[src/ohlcm_pkg.sv]
// Shared types, widths and helper functions for the OHLC bar bucket merger.
// No dependencies; imported by ohlcm_rem_div and ohlc_bar_bucket_merger.

package ohlcm_pkg;

    localparam int TIME_W   = 40;
    localparam int PRICE_W  = 63;
    localparam int UNIT_W   = 2;
    localparam int QTY_W    = 10;
    localparam int FRAME_W  = 27;                      // 1023 days in seconds fits
    localparam int DIVCNT_W = $clog2(TIME_W);
    localparam int CFG_INDEX_W = 1;
    localparam int CFG_DATA_W  = QTY_W;

    // stream word layout
    localparam int FIELDS_W     = 2 * TIME_W + 5 * PRICE_W;
    localparam int TDATA_W      = ((FIELDS_W + 7) / 8) * 8;
    localparam int IN_TUSER_W   = 1;
    localparam int OUT_TUSER_W  = 3;

    // configuration register indexes
    localparam logic [CFG_INDEX_W-1:0] CFG_FRAME_UNIT = 1'b0;
    localparam logic [CFG_INDEX_W-1:0] CFG_FRAME_QTY  = 1'b1;

    // frame unit codes
    localparam logic [UNIT_W-1:0] UNIT_MINUTE = 2'd0;
    localparam logic [UNIT_W-1:0] UNIT_HOUR   = 2'd1;
    localparam logic [UNIT_W-1:0] UNIT_DAY    = 2'd2;

    localparam logic [FRAME_W-1:0] SEC_PER_MINUTE = FRAME_W'(60);
    localparam logic [FRAME_W-1:0] SEC_PER_HOUR   = FRAME_W'(3600);
    localparam logic [FRAME_W-1:0] SEC_PER_DAY    = FRAME_W'(86400);

    typedef logic [TIME_W-1:0]  time_t;
    typedef logic [PRICE_W-1:0] price_t;
    typedef logic [FRAME_W-1:0] frame_t;

    typedef enum logic [1:0] {
        KIND_TENTATIVE = 2'd0,
        KIND_BACKFILL  = 2'd1,
        KIND_REPLACE   = 2'd2,
        KIND_NONE      = 2'd3
    } kind_t;

    // Bucket length in seconds; the unused unit code gives a zero frame.
    function automatic frame_t frame_seconds(input logic [UNIT_W-1:0] unit,
                                             input logic [QTY_W-1:0] qty);
        frame_t f;
        unique case (unit)
            UNIT_MINUTE: f = FRAME_W'(qty) * SEC_PER_MINUTE;
            UNIT_HOUR:   f = FRAME_W'(qty) * SEC_PER_HOUR;
            UNIT_DAY:    f = FRAME_W'(qty) * SEC_PER_DAY;
            default:     f = '0;
        endcase
        return f;
    endfunction

    // Bucket end, saturating at the top of the time range.
    function automatic time_t end_of(input time_t start, input frame_t frame);
        logic [TIME_W:0] s;
        s = {1'b0, start} + (TIME_W + 1)'(frame);
        return s[TIME_W] ? {TIME_W{1'b1}} : s[TIME_W-1:0];
    endfunction

endpackage

[src/ohlc_bar_bucket_merger.sv]
// Top level of the OHLC bar bucket merger: sequencer, bucket state, output word.
// Depends on ohlcm_pkg and ohlcm_rem_div.
//
// Usage:
//   s_axis carries one price bar per word; tlast marks the last bar of a batch
//   and tuser holds the bar's state (closed/forming). The first bar of a batch
//   is the anchor; every bar is snapped toward it onto a whole-frame grid.
//   m_axis carries merged buckets: tentative ones as a bucket completes, then
//   one classified bucket with tlast high at the end of each batch.
//   cfg_we/cfg_index/cfg_data write frame_unit (index 0) and frame_quantity
//   (index 1); write only between batches while no bar is in flight.
// Sequence:
//   Each bar passes the sequencer steps in order: diff, the bit-serial remainder
//   loop that snaps the open time (one time bit per cycle), snap, place, then
//   load or merge. A tentative bucket adds one step, the last bar of a batch
//   two (final calculation and final emit). A zero frame skips the loop.
//   s_axis_tready is high only while the sequencer is idle, so a new bar is
//   taken only after the sequencer is through with the last one.
// Reset: clears the batch and the stored previous bucket, frame 1 minute.
// Stall: a result sits in the output register until taken; the next bar is
//   still accepted, and the sequencer waits only when it must emit into a
//   full output register.

module ohlc_bar_bucket_merger (
    input  logic                              clk,
    input  logic                              rst_n,
    // cfg
    input  logic                              cfg_we,
    input  logic [ohlcm_pkg::CFG_INDEX_W-1:0] cfg_index,
    input  logic [ohlcm_pkg::CFG_DATA_W-1:0]  cfg_data,
    // bars in
    input  logic                              s_axis_tvalid,
    output logic                              s_axis_tready,
    // start time, open_price, high_price, low_price, close_price, volume, now_time
    input  logic [ohlcm_pkg::TDATA_W-1:0]     s_axis_tdata,
    input  logic [ohlcm_pkg::IN_TUSER_W-1:0]  s_axis_tuser,  // bar_state
    input  logic                              s_axis_tlast,  // last_bar
    // buckets out
    output logic                              m_axis_tvalid,
    input  logic                              m_axis_tready,
    // bucket_start, bucket_open, bucket_high, bucket_low, bucket_close,
    // bucket_volume, bucket_end
    output logic [ohlcm_pkg::TDATA_W-1:0]     m_axis_tdata,
    output logic [ohlcm_pkg::OUT_TUSER_W-1:0] m_axis_tuser,  // bucket_state, update_kind
    output logic                              m_axis_tlast   // last_result
);
    import ohlcm_pkg::*;

    typedef enum logic [9:0] {
        S_IDLE  = 10'b00_0000_0001,
        S_DIFF  = 10'b00_0000_0010,
        S_DIV   = 10'b00_0000_0100,
        S_SNAP  = 10'b00_0000_1000,
        S_PLACE = 10'b00_0001_0000,
        S_TENT  = 10'b00_0010_0000,
        S_LOAD  = 10'b00_0100_0000,
        S_MERGE = 10'b00_1000_0000,
        S_FCALC = 10'b01_0000_0000,
        S_FINAL = 10'b10_0000_0000
    } state_t;

    state_t state_reg, state_next;

    // configuration
    logic [UNIT_W-1:0] unit_reg;
    logic [QTY_W-1:0]  qty_reg;
    frame_t            frame;

    // accepted bar
    time_t  t_reg, now_reg;
    price_t op_reg, hi_reg, lo_reg, cl_reg, vol_reg;
    logic   bst_reg, last_reg;

    // batch and bucket state
    logic   in_batch_reg, in_batch_next;
    logic   prev_valid_reg, prev_valid_next;
    logic   neg_reg, zero_frame_reg;
    time_t  anchor_reg, start_reg, end_reg;
    time_t  cur_start_reg;
    price_t cur_open_reg, cur_high_reg, cur_low_reg, cur_close_reg, cur_vol_reg;
    logic   cur_state_reg;
    time_t  prev_start_reg, prev_end_reg;
    price_t prev_open_reg, prev_high_reg, prev_low_reg, prev_close_reg, prev_vol_reg;
    logic   prev_state_reg;

    // output word
    logic   out_valid_reg, out_valid_next;
    time_t  out_start_reg, out_end_reg;
    price_t out_open_reg, out_high_reg, out_low_reg, out_close_reg, out_vol_reg;
    logic   out_state_reg, out_last_reg;
    kind_t  out_kind_reg;

    // datapath
    time_t          anch, diff, snapped;
    logic           t_below;
    logic           div_start, div_busy, div_done;
    frame_t         div_rem, rem_sel;
    logic           slot_free, load_out;
    logic [PRICE_W:0] vol_sum;
    logic           fin_state, same;
    kind_t          fin_kind;

    assign frame = frame_seconds(unit_reg, qty_reg);

    // ---------------------------------------------------------------- config
    always_ff @(posedge clk or negedge rst_n)
    begin
        if (!rst_n)
        begin
            unit_reg <= UNIT_MINUTE;
            qty_reg  <= QTY_W'(1);
        end
        else if (cfg_we)
        begin
            unique case (cfg_index)
                CFG_FRAME_UNIT: unit_reg <= cfg_data[UNIT_W-1:0];
                CFG_FRAME_QTY:  qty_reg  <= cfg_data;
                default:        unit_reg <= unit_reg;
            endcase
        end
    end

    // ------------------------------------------------------ snap arithmetic
    // The anchor is the bar itself when no batch is open.
    assign anch    = in_batch_reg ? anchor_reg : t_reg;
    assign t_below = t_reg < anch;
    assign diff    = t_below ? (anch - t_reg) : (t_reg - anch);

    // Start the remainder loop on the distance to the anchor; skip it for a
    // zero frame, where the bar is not snapped at all.
    assign div_start = (state_reg == S_DIFF) && (frame != '0);

    ohlcm_rem_div u_rem_div (
        .clk      (clk),
        .rst_n    (rst_n),
        .start    (div_start),
        .dividend (diff),
        .divisor  (frame),
        .busy     (div_busy),
        .done     (div_done),
        .rem      (div_rem)
    );

    // Snapping toward the anchor moves the bar by the remainder.
    assign rem_sel = zero_frame_reg ? '0 : div_rem;
    assign snapped = neg_reg ? (t_reg + TIME_W'(rem_sel)) : (t_reg - TIME_W'(rem_sel));

    // --------------------------------------------------------- merge / final
    assign vol_sum = {1'b0, cur_vol_reg} + {1'b0, vol_reg};

    assign fin_state = end_reg > now_reg;
    assign same = (cur_open_reg  == prev_open_reg)  && (cur_high_reg == prev_high_reg) &&
                  (cur_low_reg   == prev_low_reg)   && (cur_close_reg == prev_close_reg) &&
                  (cur_vol_reg   == prev_vol_reg)   && (end_reg == prev_end_reg) &&
                  (fin_state     == prev_state_reg);

    always_comb
    begin
        priority if (!prev_valid_reg || cur_start_reg > prev_start_reg)
            fin_kind = KIND_BACKFILL;
        else if (cur_start_reg == prev_start_reg && !same)
            fin_kind = (fin_state || prev_state_reg) ? KIND_REPLACE : KIND_BACKFILL;
        else
            fin_kind = KIND_NONE;
    end

    // ------------------------------------------------------------ sequencer
    assign slot_free = !out_valid_reg || m_axis_tready;
    assign load_out  = slot_free && ((state_reg == S_TENT) || (state_reg == S_FINAL));

    always_comb
    begin
        state_next      = state_reg;
        in_batch_next   = in_batch_reg;
        prev_valid_next = prev_valid_reg;
        unique case (state_reg)
            S_IDLE:
                if (s_axis_tvalid)
                    state_next = S_DIFF;
            S_DIFF:
                state_next = (frame != '0) ? S_DIV : S_SNAP;
            S_DIV:
                if (div_done)
                    state_next = S_SNAP;
            S_SNAP:
                state_next = S_PLACE;
            S_PLACE:
                priority if (!in_batch_reg)
                    state_next = S_LOAD;
                else if (start_reg == cur_start_reg)
                    state_next = S_MERGE;
                else
                    state_next = S_TENT;
            S_TENT:
                if (slot_free)
                    state_next = S_LOAD;
            S_LOAD:
            begin
                in_batch_next = 1'b1;
                state_next    = last_reg ? S_FCALC : S_IDLE;
            end
            S_MERGE:
                state_next = last_reg ? S_FCALC : S_IDLE;
            S_FCALC:
                state_next = S_FINAL;
            S_FINAL:
                if (slot_free)
                begin
                    in_batch_next   = 1'b0;
                    prev_valid_next = 1'b1;
                    state_next      = S_IDLE;
                end
            default:
                state_next = S_IDLE;
        endcase
    end

    always_comb
    begin
        out_valid_next = out_valid_reg;
        if (load_out)
            out_valid_next = 1'b1;
        else if (m_axis_tready)
            out_valid_next = 1'b0;
    end

    always_ff @(posedge clk or negedge rst_n)
    begin
        if (!rst_n)
        begin
            state_reg      <= S_IDLE;
            in_batch_reg   <= 1'b0;
            prev_valid_reg <= 1'b0;
            out_valid_reg  <= 1'b0;
        end
        else
        begin
            state_reg      <= state_next;
            in_batch_reg   <= in_batch_next;
            prev_valid_reg <= prev_valid_next;
            out_valid_reg  <= out_valid_next;
        end
    end

    // ------------------------------------------------------------- payload
    always_ff @(posedge clk)
    begin
        // capture the bar word
        if (state_reg == S_IDLE && s_axis_tvalid)
        begin
            t_reg    <= s_axis_tdata[0 +: TIME_W];
            op_reg   <= s_axis_tdata[TIME_W + 0 * PRICE_W +: PRICE_W];
            hi_reg   <= s_axis_tdata[TIME_W + 1 * PRICE_W +: PRICE_W];
            lo_reg   <= s_axis_tdata[TIME_W + 2 * PRICE_W +: PRICE_W];
            cl_reg   <= s_axis_tdata[TIME_W + 3 * PRICE_W +: PRICE_W];
            vol_reg  <= s_axis_tdata[TIME_W + 4 * PRICE_W +: PRICE_W];
            now_reg  <= s_axis_tdata[TIME_W + 5 * PRICE_W +: TIME_W];
            bst_reg  <= s_axis_tuser[0];
            last_reg <= s_axis_tlast;
        end

        // latch the anchor and the side of the anchor the bar lies on
        if (state_reg == S_DIFF)
        begin
            anchor_reg     <= anch;
            neg_reg        <= t_below;
            zero_frame_reg <= (frame == '0);
        end

        if (state_reg == S_SNAP)
            start_reg <= snapped;

        // open a new bucket from the bar
        if (state_reg == S_LOAD)
        begin
            cur_start_reg <= start_reg;
            cur_open_reg  <= op_reg;
            cur_high_reg  <= hi_reg;
            cur_low_reg   <= lo_reg;
            cur_close_reg <= cl_reg;
            cur_vol_reg   <= vol_reg;
            cur_state_reg <= bst_reg;
        end

        // fold the bar into the open bucket, volume saturating
        if (state_reg == S_MERGE)
        begin
            if (hi_reg > cur_high_reg)
                cur_high_reg <= hi_reg;
            if (lo_reg < cur_low_reg)
                cur_low_reg <= lo_reg;
            cur_close_reg <= cl_reg;
            cur_vol_reg   <= vol_sum[PRICE_W] ? {PRICE_W{1'b1}} : vol_sum[PRICE_W-1:0];
        end

        if (state_reg == S_FCALC)
            end_reg <= end_of(cur_start_reg, frame);

        // remember the classified bucket for the next batch
        if (state_reg == S_FINAL && slot_free)
        begin
            prev_start_reg <= cur_start_reg;
            prev_end_reg   <= end_reg;
            prev_open_reg  <= cur_open_reg;
            prev_high_reg  <= cur_high_reg;
            prev_low_reg   <= cur_low_reg;
            prev_close_reg <= cur_close_reg;
            prev_vol_reg   <= cur_vol_reg;
            prev_state_reg <= fin_state;
        end

        // load the output word
        if (load_out)
        begin
            out_start_reg <= cur_start_reg;
            out_open_reg  <= cur_open_reg;
            out_high_reg  <= cur_high_reg;
            out_low_reg   <= cur_low_reg;
            out_close_reg <= cur_close_reg;
            out_vol_reg   <= cur_vol_reg;
            if (state_reg == S_FINAL)
            begin
                out_end_reg   <= end_reg;
                out_state_reg <= fin_state;
                out_kind_reg  <= fin_kind;
                out_last_reg  <= 1'b1;
            end
            else
            begin
                out_end_reg   <= end_of(cur_start_reg, frame);
                out_state_reg <= cur_state_reg;
                out_kind_reg  <= KIND_TENTATIVE;
                out_last_reg  <= 1'b0;
            end
        end
    end

    // --------------------------------------------------------------- ports
    assign s_axis_tready = (state_reg == S_IDLE);
    assign m_axis_tvalid = out_valid_reg;
    assign m_axis_tdata  = {(TDATA_W - FIELDS_W)'(0), out_end_reg, out_vol_reg,
                            out_close_reg, out_low_reg, out_high_reg, out_open_reg,
                            out_start_reg};
    assign m_axis_tuser  = {out_kind_reg, out_state_reg};
    assign m_axis_tlast  = out_last_reg;

    // ----------------------------------------------------------- assertions
    a_tent_in_batch: assert property (@(posedge clk) disable iff (!rst_n)
        (state_reg == S_TENT) |-> in_batch_reg)
        else $error("tentative bucket emitted outside a batch");

    a_final_closes: assert property (@(posedge clk) disable iff (!rst_n)
        (state_reg == S_FINAL && load_out) |=> (!in_batch_reg && prev_valid_reg))
        else $error("final bucket did not close the batch");

    a_last_kind: assert property (@(posedge clk) disable iff (!rst_n)
        (m_axis_tvalid && m_axis_tlast) |-> (m_axis_tuser[2:1] != KIND_TENTATIVE))
        else $error("final bucket marked tentative");

    a_div_done_state: assert property (@(posedge clk) disable iff (!rst_n)
        div_done |-> (state_reg == S_DIV))
        else $error("remainder arrived outside the divide step");

    a_div_only_busy: assert property (@(posedge clk) disable iff (!rst_n)
        (state_reg == S_DIV && !div_done) |-> div_busy)
        else $error("waiting on an idle divider");

endmodule

[src/ohlcm_rem_div.sv]
// Bit-serial restoring divider that returns only the remainder.
// Depends on ohlcm_pkg for widths.

module ohlcm_rem_div (
    input  logic                          clk,
    input  logic                          rst_n,
    input  logic                          start,
    input  logic [ohlcm_pkg::TIME_W-1:0]  dividend,
    input  logic [ohlcm_pkg::FRAME_W-1:0] divisor,
    output logic                          busy,
    output logic                          done,
    output logic [ohlcm_pkg::FRAME_W-1:0] rem
);
    import ohlcm_pkg::*;

    logic                busy_reg,  busy_next;
    logic                done_reg,  done_next;
    logic [DIVCNT_W-1:0] cnt_reg,   cnt_next;
    logic [TIME_W-1:0]   shift_reg, shift_next;
    logic [FRAME_W-1:0]  rem_reg,   rem_next;
    logic [FRAME_W-1:0]  div_reg,   div_next;
    logic [FRAME_W:0]    trial;

    // one dividend bit per cycle, MSB first
    assign trial = {rem_reg, shift_reg[TIME_W-1]};

    always_comb
    begin
        busy_next  = busy_reg;
        done_next  = 1'b0;
        cnt_next   = cnt_reg;
        shift_next = shift_reg;
        rem_next   = rem_reg;
        div_next   = div_reg;
        if (start && !busy_reg)
        begin
            busy_next  = 1'b1;
            cnt_next   = '0;
            shift_next = dividend;
            rem_next   = '0;
            div_next   = divisor;
        end
        else if (busy_reg)
        begin
            shift_next = {shift_reg[TIME_W-2:0], 1'b0};
            if (trial >= {1'b0, div_reg})
                rem_next = FRAME_W'(trial - {1'b0, div_reg});
            else
                rem_next = trial[FRAME_W-1:0];
            cnt_next = cnt_reg + 1'b1;
            if (cnt_reg == DIVCNT_W'(TIME_W - 1))
            begin
                busy_next = 1'b0;
                done_next = 1'b1;
            end
        end
    end

    always_ff @(posedge clk or negedge rst_n)
    begin
        if (!rst_n)
        begin
            busy_reg <= 1'b0;
            done_reg <= 1'b0;
            cnt_reg  <= '0;
        end
        else
        begin
            busy_reg <= busy_next;
            done_reg <= done_next;
            cnt_reg  <= cnt_next;
        end
    end

    always_ff @(posedge clk)
    begin
        shift_reg <= shift_next;
        rem_reg   <= rem_next;
        div_reg   <= div_next;
    end

    assign busy = busy_reg;
    assign done = done_reg;
    assign rem  = rem_reg;

    a_done_idle: assert property (@(posedge clk) disable iff (!rst_n)
        done_reg |-> !busy_reg)
        else $error("remainder reported while still iterating");

    a_rem_bound: assert property (@(posedge clk) disable iff (!rst_n)
        (done_reg && div_reg != '0) |-> rem_reg < div_reg)
        else $error("remainder not below divisor");

    a_fell_done: assert property (@(posedge clk) disable iff (!rst_n)
        $fell(busy_reg) |-> done_reg)
        else $error("divider stopped without finishing");

endmodule

[config.mk]
export PLATFORM = sky130hd
export DESIGN_NAME = ohlc_bar_bucket_merger
export DESIGN_NICKNAME = d
export VERILOG_FILES = /design/src/ohlcm_pkg.sv /design/src/ohlc_bar_bucket_merger.sv /design/src/ohlcm_rem_div.sv
export SDC_FILE = /design/constraint.sdc
export NUM_CORES = 2
export LEC_CHECK = 0
export BUFFER_PORTS_ARGS = -buffer_cell sky130_fd_sc_hd__buf_4
export CAP_MARGIN = 20
export CORE_AREA = 5 5 385 387
export CTS_CLUSTER_SIZE = 40
export DETAILED_ROUTE_END_ITERATION = 8
export DIE_AREA = 0 0 390 392
export PLACE_DENSITY = 0.79
export SYNTH_ARGS = -nofsm -noshare
export SYNTH_HDL_FRONTEND = slang
export SYNTH_SLANG_ARGS = --single-unit
[constraint.sdc]
create_clock -name clk -period 46.4 [get_ports clk]
set_input_delay 2.32 -clock clk [delete_from_list [all_inputs] [get_ports clk]]
set_output_delay 2.32 -clock clk [all_outputs]
set_load 0.05 [all_outputs]
==> results.ini <==
[pwr]
power.density_nw_per_um2 = 54.56
p_leak_nw = 38.91
peakVddDrop_v = 0.00005009
p_total_w = 0.005410

[timing]
worst_slew_pin_slew_ns = 1.311
hold_viol_final = 0
period_share_pct = 17.81
grt_setup_unrepaired = no
relSlewSlack_pct = 12.61
fin_setup_tns_ns = 0
worst_clock_skew_ns = 0.05283
worst_hold_slack_ns = 0.3853
fmax_mhz = 121.0
fin_crit_ns = 8.265
slew_viol_final = 0
fin_ws_ns = 38.14
setup_viol = 0

[layout]
final_nets = 8393
fill_cells = 10059
multi_input_area_um2 = 29550
drive_gt1_share_pct = 18.64
seq_area_um2 = 52210
area_growth_pct = 17.30

[route]
drtIter0Drc = 6583
routedWlPerCell_um = 29.99
final_antenna_net_count = 0
drt_pre_antenna_iters = 6
drc = 0
viasPerCell = 6.181
wl_mm = 284.1
via_count = 58557

[synthesis]
netlist_instances = 6442
yosys-top-cells-count = 1609 x edfxtp_1, 603 x inv_1, 556 x ha_1
synthesis.area_um2 = 84540
yosysUniqueCellTypes = 95
syn_avg_cell_area_um2 = 13.12
synthArstFlopShare_pct = 1.838
ys_warn_count = 0
yosysMostFrequentCell = edfxtp_1
synth_ff_type = edfxtp_1
synth_seq_cells = 1795
ys_seq_area_share_pct = 61.75
synth_top_area_share_pct = 57.15
synth.area.top_cells = edfxtp_1 57%, ha_1 8.2%, dfxtp_1 3.6%
synth-edff-count = 1609
synth.largest_area_cell = edfxtp_1

[placed_design]
port_buffers = 813
pre_cts_ws_ns = 38.26
gp_congestion = 0.9841
hpwl_mm = 218.7

[worst_setup_path]
ff2ff_setup_slack_ns = 38.14
crit_buf_inv = 4
worst-r2r-cell-count = 25
critical_path_class = reg -> reg
crit_family = adder cells
critPathLaunch = qty_reg[2]
r2r_end = out_end_reg[29]
r2r-start = qty_reg[2]
max_stage_delay_ns = 0.64
crit_fanout = 9
critPathLaunchType = flip-flop
cp.depth = 25
endpoint_kind = flip-flop
worstPathRequired_ns = 47.01
arrival_ns = 8.88
slowest_stage = dfrtp_1
cp-endpoint = out_end_reg[29]

[cts]
cts_buffers = 180
cts-root-buf = clkbuf_16
cts_resized = 0
clock_latency_ns = 0.85
cts_buffer_depth = 3
cts_max_level = 4
path_clk_slew_ns = 0.06
cts_sinks = 1795
cts_tree = yes
hold_buffers = 0
postCtsSetupRepairBufs = 0

[worst_hold_path]
holdCritPathClass = reg -> reg
whs_path_depth = 0

[global_route]
antenna_found_initial = 35
overflow = 0
gr-usage-all-layers_pct = 36.29
grt_first_pass_wirelength_mm = 397.4
grt_max_degree = 171
first_global_vias = 56609

[floorplan]
die_area_um2 = 152900
die_w_um = 390
fp.coreArea_um2 = 144500
ioPinCount = 824
rows = 140
start_util_pct = 58.50
fp.dieH_um = 392

[status]
outcome = finished, final reports clean

[run]
maxCapViolCount = 0

-- routing by layer --
| layer | track usage (%) | part of all wire [%] |
|---|---|---|
| met1 | 45.36 | 37 |
| met2 | 58.32 | 47 |
| met3 | 7.304 | 9.2 |
| met4 | 22.88 | 7.6 |
| met5 | 0 | 0.0046 |
-- how the worst min path moves through the flow --
stage,startpoint,slack (ns),to
after global routing,op_reg[11],0.41,cur_open_reg[11]
after CTS,op_reg[11],0.40,cur_open_reg[11]
final,op_reg[11],0.39,cur_open_reg[11]
after floorplan,cl_reg[0],0.40,cur_close_reg[0]
after detailed placement,cl_reg[13],0.40,cur_close_reg[13]
after global placement,op_reg[50],0.40,cur_open_reg[50]
-- final cells by class --
type / instances / share of cell area, %
diodes: 25 / 0.06309
well taps: 1917 / 2.419
inverters: 603 / 2.282
clock buffers: 225 / 4.836
multi-input cells: 3906 / 29.80
repair buffers: 893 / 6.802
flip-flops and latches: 1795 / 52.65
clock inverters: 109 / 1.147
-- kinds of logic after synthesis --
logic type	synth area share, %
flip-flops	61.75
AO/OA/AOI/OAI	11.18
AND/OR/NAND/NOR	6.963
buffers and inverters	3.407
adder cells (fa/ha/maj)	9.176
XOR/XNOR	4.351
multiplexers	3.161
other	0.004436
-- through the flow --
step / instances / utilization, % / area (um2)
2_1_floorplan: 6446 / - / 84550
3_3_place_gp: 9112 / 64.46 / 93150
3_5_place_dp: 9113 / 64.47 / 93160
4_1_cts: 9447 / 68.57 / 99100
5_1_grt: 9465 / 68.61 / 99150
6_report: 9473 / 68.62 / 99170
-- where the power goes --
| group | total [W] | switching (W) | internal [W] | leakage [nW] |
|---|---|---|---|---|
| clock network | 0.00147 | 0.000647 | 0.000818 | 2.86 |
| logic | 0.00180 | 0.00109 | 0.000718 | 19.6 |
| registers | 0.00214 | 0.000138 | 0.00200 | 16.4 |
-- cells in the final DEF (no fill, tap or decap), types with 52 or more instances in the layout --
master | Yosys | routed
nor2b_1 | 59 | 59
xnor2_1 | 251 | 251
nor3_1 | 56 | 56
o22ai_1 | 77 | 77
xor2_1 | 169 | 169
a21o_1 | 164 | 163
o21a_1 | 104 | 104
a221oi_1 | 55 | 55
edfxtp_1 | 1609 | 1609
dfxtp_1 | 153 | 153
clkbuf_16 | 0 | 182
nor4_1 | 74 | 73
nand3_1 | 57 | 57
buf_4 | 7 | 888
a31oi_1 | 53 | 52
mux2_2 | 182 | 182
nand4_1 | 131 | 131
o21ai_0 | 228 | 228
nand2_1 | 300 | 300
ha_1 | 556 | 556
inv_1 | 603 | 602
a21oi_1 | 403 | 403
nor2_1 | 339 | 336
Power figures use the tool's default switching activity.
